## config.mk

```make
export PLATFORM = sky130hd
export DESIGN_NAME = running_mean_variance_minmax_flat
export DESIGN_NICKNAME = d
export VERILOG_FILES = /design/src/sv/rmv_pkg.sv /design/src/sv/rmv_in_if.sv /design/src/sv/rmv_out_if.sv /design/src/sv/rmv_div.sv /design/src/sv/rmv_mul.sv /design/src/sv/running_mean_variance_minmax.sv /design/src/flat_wrapper.sv
export SDC_FILE = /design/constraint.sdc
export NUM_CORES = 2
export LEC_CHECK = 0
export BUFFER_PORTS_ARGS = -buffer_cell sky130_fd_sc_hd__buf_2
export CELL_PAD_IN_SITES_DETAIL_PLACEMENT = 1
export CELL_PAD_IN_SITES_GLOBAL_PLACEMENT = 1
export CORE_UTILIZATION = 30
export DETAILED_ROUTE_END_ITERATION = 8
export GPL_ROUTABILITY_DRIVEN = 0
export PLACE_DENSITY = 0.66
export SYNTH_ARGS = -nofsm -noshare
export SYNTH_HDL_FRONTEND = slang
export SYNTH_SLANG_ARGS = --single-unit
```

## constraint.sdc

```tcl
create_clock -name clk -period 33.9 [get_ports clk]
set_input_delay 1.695 -clock clk [delete_from_list [all_inputs] [get_ports clk]]
set_output_delay 1.695 -clock clk [all_outputs]
set_load 0.1 [all_outputs]
```

## src/sv/rmv_pkg.sv

```systemverilog
`timescale 1ns / 1ps
`default_nettype none
// ----------------------------------------------------------------------------
// rmv_pkg: running statistics shared definitions
// Field widths, serial unit constants, sequencer states and the control and
// status bundles that pass between the sequencer and its serial units.
// ----------------------------------------------------------------------------
package rmv_pkg;

  // Field widths of the sample and result beats
  localparam int SAMPLE_W = 32;
  localparam int FRAC_W   = 16;
  localparam int COUNT_W  = 32;
  localparam int TOTAL_W  = 64;
  localparam int MEAN_W   = SAMPLE_W + FRAC_W;
  localparam int M2_W     = 64;
  localparam int VAR_W    = 63;
  localparam int POS_W    = 32;

  // Working widths: deviation from the mean, its magnitude and the product of two magnitudes
  localparam int DELTA_W  = MEAN_W + 1;
  localparam int MAG_W    = MEAN_W;
  localparam int PROD_W   = 2 * MAG_W;

  // Serial divider operand widths
  localparam int DIVIDEND_W = M2_W;
  localparam int DIVISOR_W  = COUNT_W;
  localparam int DIV_PAD_W  = DIVIDEND_W - MAG_W;

  // Bits retired per cycle in the divider and multiplier
  localparam int SER_DIGIT = 2;
  localparam int SER_CNT_W = 5;

  // Last step index of each serial operation
  localparam logic [SER_CNT_W-1:0] MEAN_DIV_LAST = SER_CNT_W'(MAG_W / SER_DIGIT - 1);
  localparam logic [SER_CNT_W-1:0] VAR_DIV_LAST  = SER_CNT_W'(DIVIDEND_W / SER_DIGIT - 1);
  localparam logic [SER_CNT_W-1:0] MUL_LAST      = SER_CNT_W'(MAG_W / SER_DIGIT - 1);

  // Start request to a serial unit
  typedef struct packed {
    logic                 start;
    logic [SER_CNT_W-1:0] last;
  } ser_ctl_t;

  // Status back from a serial unit
  typedef struct packed {
    logic busy;
    logic done;
  } ser_sts_t;

  // Result beat
  typedef struct packed {
    logic        [COUNT_W-1:0]  sample_count;
    logic signed [TOTAL_W-1:0]  running_total;
    logic signed [MEAN_W-1:0]   running_mean;
    logic        [VAR_W-1:0]    sample_variance;
    logic signed [SAMPLE_W-1:0] max_value;
    logic        [POS_W-1:0]    max_position;
    logic signed [SAMPLE_W-1:0] min_value;
    logic        [POS_W-1:0]    min_position;
  } result_t;

  // Sequencer states
  typedef enum logic [2:0] {
    ST_IDLE,
    ST_MEAN_GO,
    ST_MEAN_WAIT,
    ST_MUL_GO,
    ST_MUL_WAIT,
    ST_VAR_GO,
    ST_VAR_WAIT,
    ST_DONE
  } state_t;

endpackage
`default_nettype wire

```

## src/sv/rmv_in_if.sv

```systemverilog
`timescale 1ns / 1ps
`default_nettype none
// ----------------------------------------------------------------------------
// rmv_in_if: sample channel
// Valid/ready channel that carries one sample and its restart flag per beat.
// ----------------------------------------------------------------------------
interface rmv_in_if import rmv_pkg::*; ();
  logic                       valid;
  logic                       ready;
  logic signed [SAMPLE_W-1:0] sample;
  logic                       restart;

  modport source (output valid, output sample, output restart, input ready);
  modport sink (input valid, input sample, input restart, output ready);
endinterface
`default_nettype wire

```

## src/sv/rmv_out_if.sv

```systemverilog
`timescale 1ns / 1ps
`default_nettype none
// ----------------------------------------------------------------------------
// rmv_out_if: statistics channel
// Valid/ready channel that carries one full set of running statistics a beat.
// ----------------------------------------------------------------------------
interface rmv_out_if import rmv_pkg::*; ();
  logic                       valid;
  logic                       ready;
  logic        [COUNT_W-1:0]  sample_count;
  logic signed [TOTAL_W-1:0]  running_total;
  logic signed [MEAN_W-1:0]   running_mean;
  logic        [VAR_W-1:0]    sample_variance;
  logic signed [SAMPLE_W-1:0] max_value;
  logic        [POS_W-1:0]    max_position;
  logic signed [SAMPLE_W-1:0] min_value;
  logic        [POS_W-1:0]    min_position;

  modport source (
    output valid, input ready,
    output sample_count, output running_total, output running_mean,
    output sample_variance, output max_value, output max_position,
    output min_value, output min_position
  );
  modport sink (
    input valid, output ready,
    input sample_count, input running_total, input running_mean,
    input sample_variance, input max_value, input max_position,
    input min_value, input min_position
  );
endinterface
`default_nettype wire

```

## src/sv/rmv_div.sv

```systemverilog
`timescale 1ns / 1ps
`default_nettype none
// ----------------------------------------------------------------------------
// rmv_div: serial restoring divider
// Unsigned dividend over divisor, SER_DIGIT quotient bits a cycle. The
// dividend is left aligned; once the last step is done the low bits hold the quotient.
// ----------------------------------------------------------------------------
module rmv_div import rmv_pkg::*; (
  input  logic                  clk,
  input  logic                  rst_n,
  input  ser_ctl_t              ctl,
  input  logic [DIVIDEND_W-1:0] dividend,
  input  logic [DIVISOR_W-1:0]  divisor,
  output ser_sts_t              sts,
  output logic [DIVIDEND_W-1:0] quotient
);

  logic                  busy_r;
  logic                  done_r;
  logic [SER_CNT_W-1:0]  cnt_r;
  logic [DIVISOR_W-1:0]  rem_r;
  logic [DIVISOR_W-1:0]  dsr_r;
  logic [DIVIDEND_W-1:0] dq_r;
  logic [DIVISOR_W-1:0]  rem_nxt;
  logic [DIVIDEND_W-1:0] dq_nxt;
  logic [DIVISOR_W:0]    shifted;
  logic [DIVISOR_W+1:0]  trial;

  // Retire SER_DIGIT quotient bits: shift in, trial subtract, restore
  always_comb begin
    rem_nxt = rem_r;
    dq_nxt  = dq_r;
    shifted = '0;
    trial   = '0;
    for (int i = 0; i < SER_DIGIT; i++) begin
      shifted = {rem_nxt, dq_nxt[DIVIDEND_W-1]};
      trial   = {1'b0, shifted} - {2'b00, dsr_r};
      dq_nxt  = {dq_nxt[DIVIDEND_W-2:0], ~trial[DIVISOR_W+1]};
      rem_nxt = trial[DIVISOR_W+1] ? shifted[DIVISOR_W-1:0] : trial[DIVISOR_W-1:0];
    end
  end

  // Step counter and done pulse
  always_ff @(posedge clk) begin
    if (!rst_n) begin
      busy_r <= 1'b0;
      done_r <= 1'b0;
      cnt_r  <= '0;
    end else begin
      done_r <= busy_r && (cnt_r == '0);
      if (ctl.start) begin
        busy_r <= 1'b1;
        cnt_r  <= ctl.last;
      end else if (busy_r) begin
        if (cnt_r == '0) begin
          busy_r <= 1'b0;
        end else begin
          cnt_r <= cnt_r - SER_CNT_W'(1);
        end
      end
    end
  end

  // Load operands, then advance the partial remainder
  always_ff @(posedge clk) begin
    if (ctl.start) begin
      rem_r <= '0;
      dq_r  <= dividend;
      dsr_r <= divisor;
    end else if (busy_r) begin
      rem_r <= rem_nxt;
      dq_r  <= dq_nxt;
    end
  end

  assign sts.busy = busy_r;
  assign sts.done = done_r;
  assign quotient = dq_r;

  // A new division never starts on top of a running one
  a_div_no_restart: assert property (@(posedge clk) disable iff (!rst_n)
    ctl.start |-> !busy_r)
    else $error("divider started while busy");

endmodule
`default_nettype wire

```

## src/sv/rmv_mul.sv

```systemverilog
`timescale 1ns / 1ps
`default_nettype none
// ----------------------------------------------------------------------------
// rmv_mul: serial shift-add multiplier
// Unsigned magnitude product, SER_DIGIT multiplier bits a cycle, narrow adder.
// ----------------------------------------------------------------------------
module rmv_mul import rmv_pkg::*; (
  input  logic              clk,
  input  logic              rst_n,
  input  ser_ctl_t          ctl,
  input  logic [MAG_W-1:0]  mcand,
  input  logic [MAG_W-1:0]  mplier,
  output ser_sts_t          sts,
  output logic [PROD_W-1:0] product
);

  logic                 busy_r;
  logic                 done_r;
  logic [SER_CNT_W-1:0] cnt_r;
  logic [MAG_W-1:0]     mcand_r;
  logic [PROD_W-1:0]    acc_r;
  logic [PROD_W-1:0]    acc_nxt;
  logic [MAG_W:0]       upper;

  // Add the multiplicand into the upper half on a set bit, then shift right
  always_comb begin
    acc_nxt = acc_r;
    upper   = '0;
    for (int i = 0; i < SER_DIGIT; i++) begin
      upper   = {1'b0, acc_nxt[PROD_W-1:MAG_W]} +
                (acc_nxt[0] ? {1'b0, mcand_r} : {(MAG_W+1){1'b0}});
      acc_nxt = {upper, acc_nxt[MAG_W-1:1]};
    end
  end

  // Step counter and done pulse
  always_ff @(posedge clk) begin
    if (!rst_n) begin
      busy_r <= 1'b0;
      done_r <= 1'b0;
      cnt_r  <= '0;
    end else begin
      done_r <= busy_r && (cnt_r == '0);
      if (ctl.start) begin
        busy_r <= 1'b1;
        cnt_r  <= ctl.last;
      end else if (busy_r) begin
        if (cnt_r == '0) begin
          busy_r <= 1'b0;
        end else begin
          cnt_r <= cnt_r - SER_CNT_W'(1);
        end
      end
    end
  end

  // Load operands, then advance the accumulator
  always_ff @(posedge clk) begin
    if (ctl.start) begin
      mcand_r <= mcand;
      acc_r   <= {{MAG_W{1'b0}}, mplier};
    end else if (busy_r) begin
      acc_r <= acc_nxt;
    end
  end

  assign sts.busy = busy_r;
  assign sts.done = done_r;
  assign product  = acc_r;

  // A new product never starts on top of a running one
  a_mul_no_restart: assert property (@(posedge clk) disable iff (!rst_n)
    ctl.start |-> !busy_r)
    else $error("multiplier started while busy");

endmodule
`default_nettype wire

```

## src/sv/running_mean_variance_minmax.sv

```systemverilog
`timescale 1ns / 1ps
`default_nettype none
// ----------------------------------------------------------------------------
// running_mean_variance_minmax: running count, sum, mean, variance, extremes
// Welford update of mean and m2 with serial divide and multiply units.
// ----------------------------------------------------------------------------
// Usage:
//   in_bus carries one signed sample and a restart flag per beat; restart
//   clears all statistics before the sample is taken as the first one.
//   out_bus carries one beat per sample: count, saturating total, mean and
//   variance with 16 fraction bits, and the extremes with first positions.
//   Each sample runs a serial divide of the deviation by the count, a
//   shift-add multiply for the m2 increment and a divide of m2 by the count
//   minus one (two quotient bits a cycle); the variance divide is skipped
//   when the count is below two. A new sample is taken only after the result
//   of the last one has gone to the output register.
//   in_bus.ready is high only while the sequencer is idle; the finished
//   result sits in an output register, so the next sample is taken while it
//   still waits. If the receiver stalls, the following sample is computed and
//   held until the output register frees.
//   Reset (rst_n low, synchronous) clears the statistics: count, total, mean
//   and m2 to zero, max to the most negative and min to the most positive
//   value, both positions to all ones, and drops any result in flight.
// ----------------------------------------------------------------------------
module running_mean_variance_minmax import rmv_pkg::*; (
  input  logic      clk,
  input  logic      rst_n,
  rmv_in_if.sink    in_bus,
  rmv_out_if.source out_bus
);

  localparam logic signed [SAMPLE_W-1:0] SAMPLE_MAX = {1'b0, {(SAMPLE_W-1){1'b1}}};
  localparam logic signed [SAMPLE_W-1:0] SAMPLE_MIN = {1'b1, {(SAMPLE_W-1){1'b0}}};
  localparam logic signed [TOTAL_W-1:0]  TOTAL_MAX  = {1'b0, {(TOTAL_W-1){1'b1}}};
  localparam logic signed [TOTAL_W-1:0]  TOTAL_MIN  = {1'b1, {(TOTAL_W-1){1'b0}}};

  // Magnitude of a deviation, which always fits MAG_W bits
  function automatic logic [MAG_W-1:0] mag_of(input logic [DELTA_W-1:0] v);
    logic [DELTA_W-1:0] neg;
    neg = ~v + DELTA_W'(1);
    return v[DELTA_W-1] ? neg[MAG_W-1:0] : v[MAG_W-1:0];
  endfunction

  state_t state_r, state_nxt;

  // Statistics
  logic        [COUNT_W-1:0]  count_r;
  logic signed [TOTAL_W-1:0]  total_r;
  logic        [MEAN_W-1:0]   mean_r;
  logic        [M2_W-1:0]     m2_r;
  logic signed [SAMPLE_W-1:0] max_r;
  logic        [POS_W-1:0]    max_idx_r;
  logic signed [SAMPLE_W-1:0] min_r;
  logic        [POS_W-1:0]    min_idx_r;

  // Per-sample working registers
  logic [MEAN_W-1:0]  xf_r;
  logic [DELTA_W-1:0] delta_r;
  logic [VAR_W-1:0]   var_r;

  result_t out_r;
  logic    out_valid_r;

  logic in_rdy;
  logic in_acc;
  logic out_load;

  // Values after an optional restart
  logic        [COUNT_W-1:0]  cnt_base;
  logic signed [TOTAL_W-1:0]  total_base;
  logic        [MEAN_W-1:0]   mean_base;
  logic        [M2_W-1:0]     m2_base;
  logic signed [SAMPLE_W-1:0] max_base;
  logic        [POS_W-1:0]    max_idx_base;
  logic signed [SAMPLE_W-1:0] min_base;
  logic        [POS_W-1:0]    min_idx_base;

  logic        [COUNT_W-1:0]  count_nxt;
  logic        [POS_W-1:0]    pos_nxt;
  logic signed [TOTAL_W-1:0]  sample_ext;
  logic signed [TOTAL_W-1:0]  total_sum;
  logic signed [TOTAL_W-1:0]  total_nxt;
  logic        [MEAN_W-1:0]   xf_nxt;
  logic        [DELTA_W-1:0]  delta_nxt;
  logic                       take_max;
  logic                       take_min;

  logic [MEAN_W-1:0]  mean_upd;
  logic [DELTA_W-1:0] dev_new;
  logic [M2_W-1:0]    m2_inc;
  logic [M2_W:0]      m2_sum;
  logic [M2_W-1:0]    m2_upd;
  logic [VAR_W-1:0]   var_upd;

  ser_ctl_t              div_ctl;
  ser_sts_t              div_sts;
  logic [DIVIDEND_W-1:0] div_dividend;
  logic [DIVISOR_W-1:0]  div_divisor;
  logic [DIVIDEND_W-1:0] div_quo;

  ser_ctl_t          mul_ctl;
  ser_sts_t          mul_sts;
  logic [PROD_W-1:0] mul_prod;

  assign in_acc = in_bus.valid && in_rdy;

  // Restart takes the reset values in place of the held statistics
  always_comb begin
    if (in_bus.restart) begin
      cnt_base     = '0;
      total_base   = '0;
      mean_base    = '0;
      m2_base      = '0;
      max_base     = SAMPLE_MIN;
      max_idx_base = '1;
      min_base     = SAMPLE_MAX;
      min_idx_base = '1;
    end else begin
      cnt_base     = count_r;
      total_base   = total_r;
      mean_base    = mean_r;
      m2_base      = m2_r;
      max_base     = max_r;
      max_idx_base = max_idx_r;
      min_base     = min_r;
      min_idx_base = min_idx_r;
    end
  end

  // Count, saturating total, scaled sample, deviation and extremes on accept
  always_comb begin
    count_nxt  = (cnt_base == '1) ? cnt_base : cnt_base + COUNT_W'(1);
    pos_nxt    = POS_W'(count_nxt - COUNT_W'(1));
    sample_ext = TOTAL_W'(in_bus.sample);
    total_sum  = total_base + sample_ext;
    if ((total_base[TOTAL_W-1] == sample_ext[TOTAL_W-1]) &&
        (total_sum[TOTAL_W-1] != total_base[TOTAL_W-1])) begin
      total_nxt = total_base[TOTAL_W-1] ? TOTAL_MIN : TOTAL_MAX;
    end else begin
      total_nxt = total_sum;
    end
    xf_nxt    = {in_bus.sample, {FRAC_W{1'b0}}};
    delta_nxt = {xf_nxt[MEAN_W-1], xf_nxt} - {mean_base[MEAN_W-1], mean_base};
    take_max  = (max_idx_base == '1) || (in_bus.sample > max_base);
    take_min  = (min_idx_base == '1) || (in_bus.sample < min_base);
  end

  // Mean step, m2 increment with saturation, variance saturation
  always_comb begin
    if (delta_r[DELTA_W-1]) begin
      mean_upd = mean_r - div_quo[MAG_W-1:0];
    end else begin
      mean_upd = mean_r + div_quo[MAG_W-1:0];
    end
    dev_new = {xf_r[MEAN_W-1], xf_r} - {mean_r[MEAN_W-1], mean_r};
    if (mul_prod[PROD_W-1:M2_W+FRAC_W] != '0) begin
      m2_inc = '1;
    end else begin
      m2_inc = mul_prod[M2_W+FRAC_W-1:FRAC_W];
    end
    m2_sum  = {1'b0, m2_r} + {1'b0, m2_inc};
    m2_upd  = m2_sum[M2_W] ? '1 : m2_sum[M2_W-1:0];
    var_upd = div_quo[DIVIDEND_W-1] ? '1 : div_quo[VAR_W-1:0];
  end

  // Sequencer state
  always_ff @(posedge clk) begin
    if (!rst_n) begin
      state_r <= ST_IDLE;
    end else begin
      state_r <= state_nxt;
    end
  end

  // Next state and unit requests
  always_comb begin
    state_nxt    = state_r;
    in_rdy       = 1'b0;
    out_load     = 1'b0;
    div_ctl      = '0;
    mul_ctl      = '0;
    div_dividend = {mag_of(delta_r), {DIV_PAD_W{1'b0}}};
    div_divisor  = count_r;
    case (state_r)
      ST_IDLE: begin
        in_rdy = 1'b1;
        if (in_bus.valid) begin
          state_nxt = ST_MEAN_GO;
        end
      end
      ST_MEAN_GO: begin
        div_ctl.start = 1'b1;
        div_ctl.last  = MEAN_DIV_LAST;
        state_nxt     = ST_MEAN_WAIT;
      end
      ST_MEAN_WAIT: begin
        if (div_sts.done) begin
          state_nxt = ST_MUL_GO;
        end
      end
      ST_MUL_GO: begin
        mul_ctl.start = 1'b1;
        mul_ctl.last  = MUL_LAST;
        state_nxt     = ST_MUL_WAIT;
      end
      ST_MUL_WAIT: begin
        if (mul_sts.done) begin
          state_nxt = ST_VAR_GO;
        end
      end
      ST_VAR_GO: begin
        if (count_r < COUNT_W'(2)) begin
          state_nxt = ST_DONE;
        end else begin
          div_ctl.start = 1'b1;
          div_ctl.last  = VAR_DIV_LAST;
          div_dividend  = m2_r;
          div_divisor   = count_r - COUNT_W'(1);
          state_nxt     = ST_VAR_WAIT;
        end
      end
      ST_VAR_WAIT: begin
        if (div_sts.done) begin
          state_nxt = ST_DONE;
        end
      end
      ST_DONE: begin
        if (!out_valid_r || out_bus.ready) begin
          out_load  = 1'b1;
          state_nxt = ST_IDLE;
        end
      end
      default: begin
        state_nxt = ST_IDLE;
      end
    endcase
  end

  // Statistics and output handshake
  always_ff @(posedge clk) begin
    if (!rst_n) begin
      count_r     <= '0;
      total_r     <= '0;
      mean_r      <= '0;
      m2_r        <= '0;
      max_r       <= SAMPLE_MIN;
      max_idx_r   <= '1;
      min_r       <= SAMPLE_MAX;
      min_idx_r   <= '1;
      out_valid_r <= 1'b0;
    end else begin
      if (in_acc) begin
        count_r   <= count_nxt;
        total_r   <= total_nxt;
        mean_r    <= mean_base;
        m2_r      <= m2_base;
        max_r     <= take_max ? in_bus.sample : max_base;
        max_idx_r <= take_max ? pos_nxt : max_idx_base;
        min_r     <= take_min ? in_bus.sample : min_base;
        min_idx_r <= take_min ? pos_nxt : min_idx_base;
      end
      if (state_r == ST_MEAN_WAIT && div_sts.done) begin
        mean_r <= mean_upd;
      end
      if (state_r == ST_MUL_WAIT && mul_sts.done) begin
        m2_r <= m2_upd;
      end
      if (out_load) begin
        out_valid_r <= 1'b1;
      end else if (out_bus.ready) begin
        out_valid_r <= 1'b0;
      end
    end
  end

  // Working values and the output beat
  always_ff @(posedge clk) begin
    if (in_acc) begin
      xf_r    <= xf_nxt;
      delta_r <= delta_nxt;
    end
    if (state_r == ST_VAR_GO && count_r < COUNT_W'(2)) begin
      var_r <= '0;
    end else if (state_r == ST_VAR_WAIT && div_sts.done) begin
      var_r <= var_upd;
    end
    if (out_load) begin
      out_r.sample_count    <= count_r;
      out_r.running_total   <= total_r;
      out_r.running_mean    <= mean_r;
      out_r.sample_variance <= var_r;
      out_r.max_value       <= max_r;
      out_r.max_position    <= max_idx_r;
      out_r.min_value       <= min_r;
      out_r.min_position    <= min_idx_r;
    end
  end

  rmv_div u_div (
    .clk      (clk),
    .rst_n    (rst_n),
    .ctl      (div_ctl),
    .dividend (div_dividend),
    .divisor  (div_divisor),
    .sts      (div_sts),
    .quotient (div_quo)
  );

  rmv_mul u_mul (
    .clk     (clk),
    .rst_n   (rst_n),
    .ctl     (mul_ctl),
    .mcand   (mag_of(delta_r)),
    .mplier  (mag_of(dev_new)),
    .sts     (mul_sts),
    .product (mul_prod)
  );

  assign in_bus.ready            = in_rdy;
  assign out_bus.valid           = out_valid_r;
  assign out_bus.sample_count    = out_r.sample_count;
  assign out_bus.running_total   = out_r.running_total;
  assign out_bus.running_mean    = out_r.running_mean;
  assign out_bus.sample_variance = out_r.sample_variance;
  assign out_bus.max_value       = out_r.max_value;
  assign out_bus.max_position    = out_r.max_position;
  assign out_bus.min_value       = out_r.min_value;
  assign out_bus.min_position    = out_r.min_position;

  // A restart beat leaves exactly one sample counted
  a_restart_count: assert property (@(posedge clk) disable iff (!rst_n)
    in_acc && in_bus.restart |=> count_r == COUNT_W'(1))
    else $error("restart did not leave a count of one");

  // Divider results arrive only where the sequencer waits for them
  a_div_done_state: assert property (@(posedge clk) disable iff (!rst_n)
    div_sts.done |-> state_r == ST_MEAN_WAIT || state_r == ST_VAR_WAIT)
    else $error("divider done outside a divide wait");

  // Multiplier results arrive only where the sequencer waits for them
  a_mul_done_state: assert property (@(posedge clk) disable iff (!rst_n)
    mul_sts.done |-> state_r == ST_MUL_WAIT)
    else $error("multiplier done outside the multiply wait");

  // Every taken sample leaves both extremes recorded
  a_extremes_set: assert property (@(posedge clk) disable iff (!rst_n)
    in_acc |=> max_idx_r != '1 && min_idx_r != '1)
    else $error("extreme position still empty after a sample");

endmodule
`default_nettype wire
```

## src/flat_wrapper.sv

```systemverilog
// flat-port wrapper written by rule: the top's interface ports become plain ports
module running_mean_variance_minmax_flat import rmv_pkg::*;
  (clk, rst_n, in_bus_valid, in_bus_sample, in_bus_restart, in_bus_ready, out_bus_valid, out_bus_ready, out_bus_sample_count, out_bus_running_total, out_bus_running_mean, out_bus_sample_variance, out_bus_max_value, out_bus_max_position, out_bus_min_value, out_bus_min_position);
  rmv_in_if in_bus_i ();
  rmv_out_if out_bus_i ();
  input  logic clk;
  input  logic rst_n;
  input wire logic [$bits(in_bus_i.valid)-1:0] in_bus_valid;
  input wire logic [$bits(in_bus_i.sample)-1:0] in_bus_sample;
  input wire logic [$bits(in_bus_i.restart)-1:0] in_bus_restart;
  output wire logic [$bits(in_bus_i.ready)-1:0] in_bus_ready;
  output wire logic [$bits(out_bus_i.valid)-1:0] out_bus_valid;
  input wire logic [$bits(out_bus_i.ready)-1:0] out_bus_ready;
  output wire logic [$bits(out_bus_i.sample_count)-1:0] out_bus_sample_count;
  output wire logic [$bits(out_bus_i.running_total)-1:0] out_bus_running_total;
  output wire logic [$bits(out_bus_i.running_mean)-1:0] out_bus_running_mean;
  output wire logic [$bits(out_bus_i.sample_variance)-1:0] out_bus_sample_variance;
  output wire logic [$bits(out_bus_i.max_value)-1:0] out_bus_max_value;
  output wire logic [$bits(out_bus_i.max_position)-1:0] out_bus_max_position;
  output wire logic [$bits(out_bus_i.min_value)-1:0] out_bus_min_value;
  output wire logic [$bits(out_bus_i.min_position)-1:0] out_bus_min_position;
  assign in_bus_i.valid = in_bus_valid;
  assign in_bus_i.sample = in_bus_sample;
  assign in_bus_i.restart = in_bus_restart;
  assign in_bus_ready = in_bus_i.ready;
  assign out_bus_valid = out_bus_i.valid;
  assign out_bus_i.ready = out_bus_ready;
  assign out_bus_sample_count = out_bus_i.sample_count;
  assign out_bus_running_total = out_bus_i.running_total;
  assign out_bus_running_mean = out_bus_i.running_mean;
  assign out_bus_sample_variance = out_bus_i.sample_variance;
  assign out_bus_max_value = out_bus_i.max_value;
  assign out_bus_max_position = out_bus_i.max_position;
  assign out_bus_min_value = out_bus_i.min_value;
  assign out_bus_min_position = out_bus_i.min_position;
  running_mean_variance_minmax u_core (.clk(clk), .rst_n(rst_n), .in_bus(in_bus_i), .out_bus(out_bus_i));
endmodule
```

==> summary.txt <==
Synth
  • Post-synth ARST share: 0
  • FF+latch count, synth: 1105
  • Ys flop type: edfxtp_1
  • Leading area contributor after synthesis: edfxtp_1
  • Mapped Nets: 7832
  • Synth area leaders: edfxtp_1 27%, dfxtp_1 15%, ha_1 8.7%
  • Post-synthesis cell area: 67700 um2
  • Cells after Synth: 7316
  • Post-synth cell types: 104
  • Number of synthesized flops with an enable pin: 608
  • Share of the synthesized area in the top cell type: 0.270
  • Ys Warns: 0
  • Sequential area share after synthesis: 0.417
  • Syn Area/Cell: 9.25 um2

Setup path
  • CP Buf/Inv Count: 3
  • Worst R2R Path Depth: 28
  • Startpoint types: flip-flop
  • Critical path's largest stage delay: 0.78 ns
  • R2r endpoint: u_core.u_div.rem_r[30]$_SDFFE_PP0P_
  • Arrival @ worst endpoint: 9.24 ns
  • Delay-heaviest family, CP: compound AO/OA/AOI/OAI gates
  • Worst EP required: 34.61 ns
  • R2r startpoint: u_core.u_div.quotient[63]$_DFFE_PP_
  • Flop-to-flop setup slack: 25.37 ns
  • Maximum net fanout on the critical path: 45
  • CP Class: flip-flop to flip-flop
  • Critical Path Sink Type: flip-flop
  • Crit path launch: u_core.u_div.quotient[63]$_DFFE_PP_
  • Slowest CP cell: a22oi_2

Floorplanning
  • Top-Level Pins: 374
  • Num rows: 173
  • DIE HEIGHT: 477 um
  • Die X: 477 um
  • Total Die Area: 227000 um2
  • Initial Utilization: 0.303
  • Core area: 223000 um2

Global route
  • Largest net degree at the start of global routing: 124
  • First-pass GRT wire length: 367 mm
  • Vias in the first global route: 58713
  • GRT Total Usage: 0.207
  • Initial antenna violation count: 22
  • GRT Residual Overflow: 0

Drt
  • Post-route ant nets: 0
  • DR vias/cell: 5.40
  • Number of iterations in the first detailed-routing pass: 6
  • DR DRC count: 0
  • Final WL: 243 mm
  • Via count: 57318
  • DR WL/cell: 22.9 um
  • Drt initial violations: 3390

Hold path
  • Hold Path Class: flip-flop to flip-flop
  • Hold Crit Endpoint: u_core.out_bus.max_value[24]$_DFFE_PP_
  • Min-delay src: u_core.max_r[24]$_SDFFE_PN0P_
  • Hold path depth: 0

Final layout
  • Fillers: 25702
  • Final #Nets: 8038
  • Ratio of cells with drive above 1 in the final layout: 0.108
  • Fin area: 77300 um2
  • Post-layout util: 0.346
  • Layout overhead on the synthesized area: 14.2%

Place
  • Hpwl dp: 183 mm
  • Dpl ws: 25.57 ns
  • Port Buffers: 373
  • Area post-placement: 72500 um2

STA
  • Rel. slew slack: 0.146
  • Final Hold Fails: 0
  • Final setup violation count: 0
  • Setup TNS: 0 ns
  • Period minus WS final: 8.53 ns
  • RSZ-0062 raised after global routing: no
  • Fmax: 0.117 GHz
  • Max-slew violations: 0
  • Worst Slack Setup Final: 25.37 ns
  • Clk_skew: 0.0711 ns
  • Final Cycle Share: 0.252
  • Worst Tran Pin Value: 1.26 ns

Flow run
  • Max Cap Viol: 0

Pwr
  • Worst IR Drop VDD: 0.0556 mV
  • Power per Cell Area: 64.1 nW/um2
  • Leakage: 30.8 nW

Outcome
  • Status: completed

Clock network
  • Inserted Clock Buffers: 134
  • Clk sinks: 1105
  • TritonCTS clock tree: yes
  • Clock root cell: clkbuf_16
  • CTS clk-pin slew, worst paths: 0.06 ns
  • Htree depth: 4
  • Hold_buf cts: 0
  • Worst-Skew Late Latency: 0.84 ns
  • PostCTS Resize Cnt: 0
  • Maximum root-to-sink buffer count: 3
  • Post-CTS setup buffers: 0
[final cells by class]
type / instances / area (um2) / share of cell area
multi-input combinational: 5640 / 37400 / 0.484
antenna: 2 / 5.00 / 0.0000648
timing repair buffer: 435 / 2350 / 0.0305
tap: 2975 / 3720 / 0.0482
sequential: 1105 / 28200 / 0.365
inverter: 206 / 785 / 0.0102
clock buffer: 183 / 3750 / 0.0485
clock inverter: 67 / 1030 / 0.0134
[per-layer routing]
metal / vias up / track usage / part of all wire
li1: 27024 / - / -
met5: - / 0 / 0.00020
met4: 8 / 0.0662 / 0.032
met2: 1265 / 0.343 / 0.47
met1: 28674 / 0.271 / 0.45
met3: 347 / 0.0348 / 0.050
[layout by cell type, fill, tap and decap left out, drive strengths merged, types with 56 or more instances in the layout]
cell type    n
dfxtp      497
nor2b      135
a211oi     113
buf        435
xnor2      369
clkbuf     183
a31oi       65
nand2b      78
inv        209
edfxtp     608
nand3      142
ha         472
nor2       564
nor4        56
xor2       216
o21a        67
o21ai      456
nor3       226
a21o       246
mux2i      196
nand2      670
nand4       88
a21oi      674
or2         89
and2       124
o21bai      66
[worst max-delay path by stage]
stage                                                          end  slack [ns]  cells past startpoint
after global routing           u_core.u_div.rem_r[30]$_SDFFE_PP0P_       24.94                     28
after CTS                      u_core.u_div.rem_r[30]$_SDFFE_PP0P_       25.45                     27
after global placement         u_core.u_div.rem_r[30]$_SDFFE_PP0P_       25.71                     27
final                          u_core.u_div.rem_r[30]$_SDFFE_PP0P_       25.37                     28
after floorplan           u_core.out_bus.max_position[0]$_DFFE_PP_       17.22                      2
after detailed placement       u_core.u_div.rem_r[30]$_SDFFE_PP0P_       25.57                     27
[sequential cells by signal, indices dropped and copies added (netlist names), 48 cells and up]
register	flops
u_core.u_mul.mcand_r	48
u_core.m2_r	64
u_core.out_bus.running_total	64
u_core.total_r	64
u_core.u_mul.product	96
u_core.mean_r	48
u_core.var_r	63
u_core.out_bus.running_mean	48
u_core.delta_r	49
u_core.u_div.quotient	64
u_core.out_bus.sample_variance	63
[where the power goes]
group          leakage (nW)  internal, mW  switching (mW)  total (mW)
sequential             9.47          1.52           0.110        1.63
clock                  2.30         0.907           0.645        1.55
combinational          19.0         0.701            1.06        1.76
[stage by stage]
step / hold slack (ns) / instances / power, mW
floorplan: 0.403 / 7316 / 2.93
global placement: 0.418 / 10361 / 3.35
detailed placement: 0.418 / 10361 / 3.40
CTS: 0.435 / 10611 / 4.98
global route: 0.433 / 10611 / 5.22
finish: 0.415 / 10613 / 4.95
[synth_stat cells (all sizes together), types with 16 or more instances]
master,instances
o211ai,26
nor2b,135
nor2,564
a211oi,113
ha,472
or3,37
o21a,67
buf,51
nand2,670
nand4,88
o41ai,16
a21o,246
nand3,142
and2,124
or2,89
a31oi,65
dfxtp,497
a21oi,674
nor3,226
xnor2,369
o21bai,66
inv,202
clkbuf,314
xor2,216
nand2b,78
nand3b,16
or4,30
o22ai,38
nor3b,17
edfxtp,608
o21ai,456
and3,49
mux2i,196
a311oi,21
nor4,56
o31ai,42
[cells by family after synthesis]
kind of cell             Yosys count  share of synthesized area
adder cells (fa/ha/maj)          479                     0.0894
multiplexers                     211                     0.0315
flip-flops                      1105                      0.417
AO/OA/AOI/OAI                   1996                      0.183
XOR/XNOR                         585                     0.0757
buffers and inverters            571                     0.0322
AND/OR/NAND/NOR                 2369                      0.172
Power figures use the tool's default switching activity.
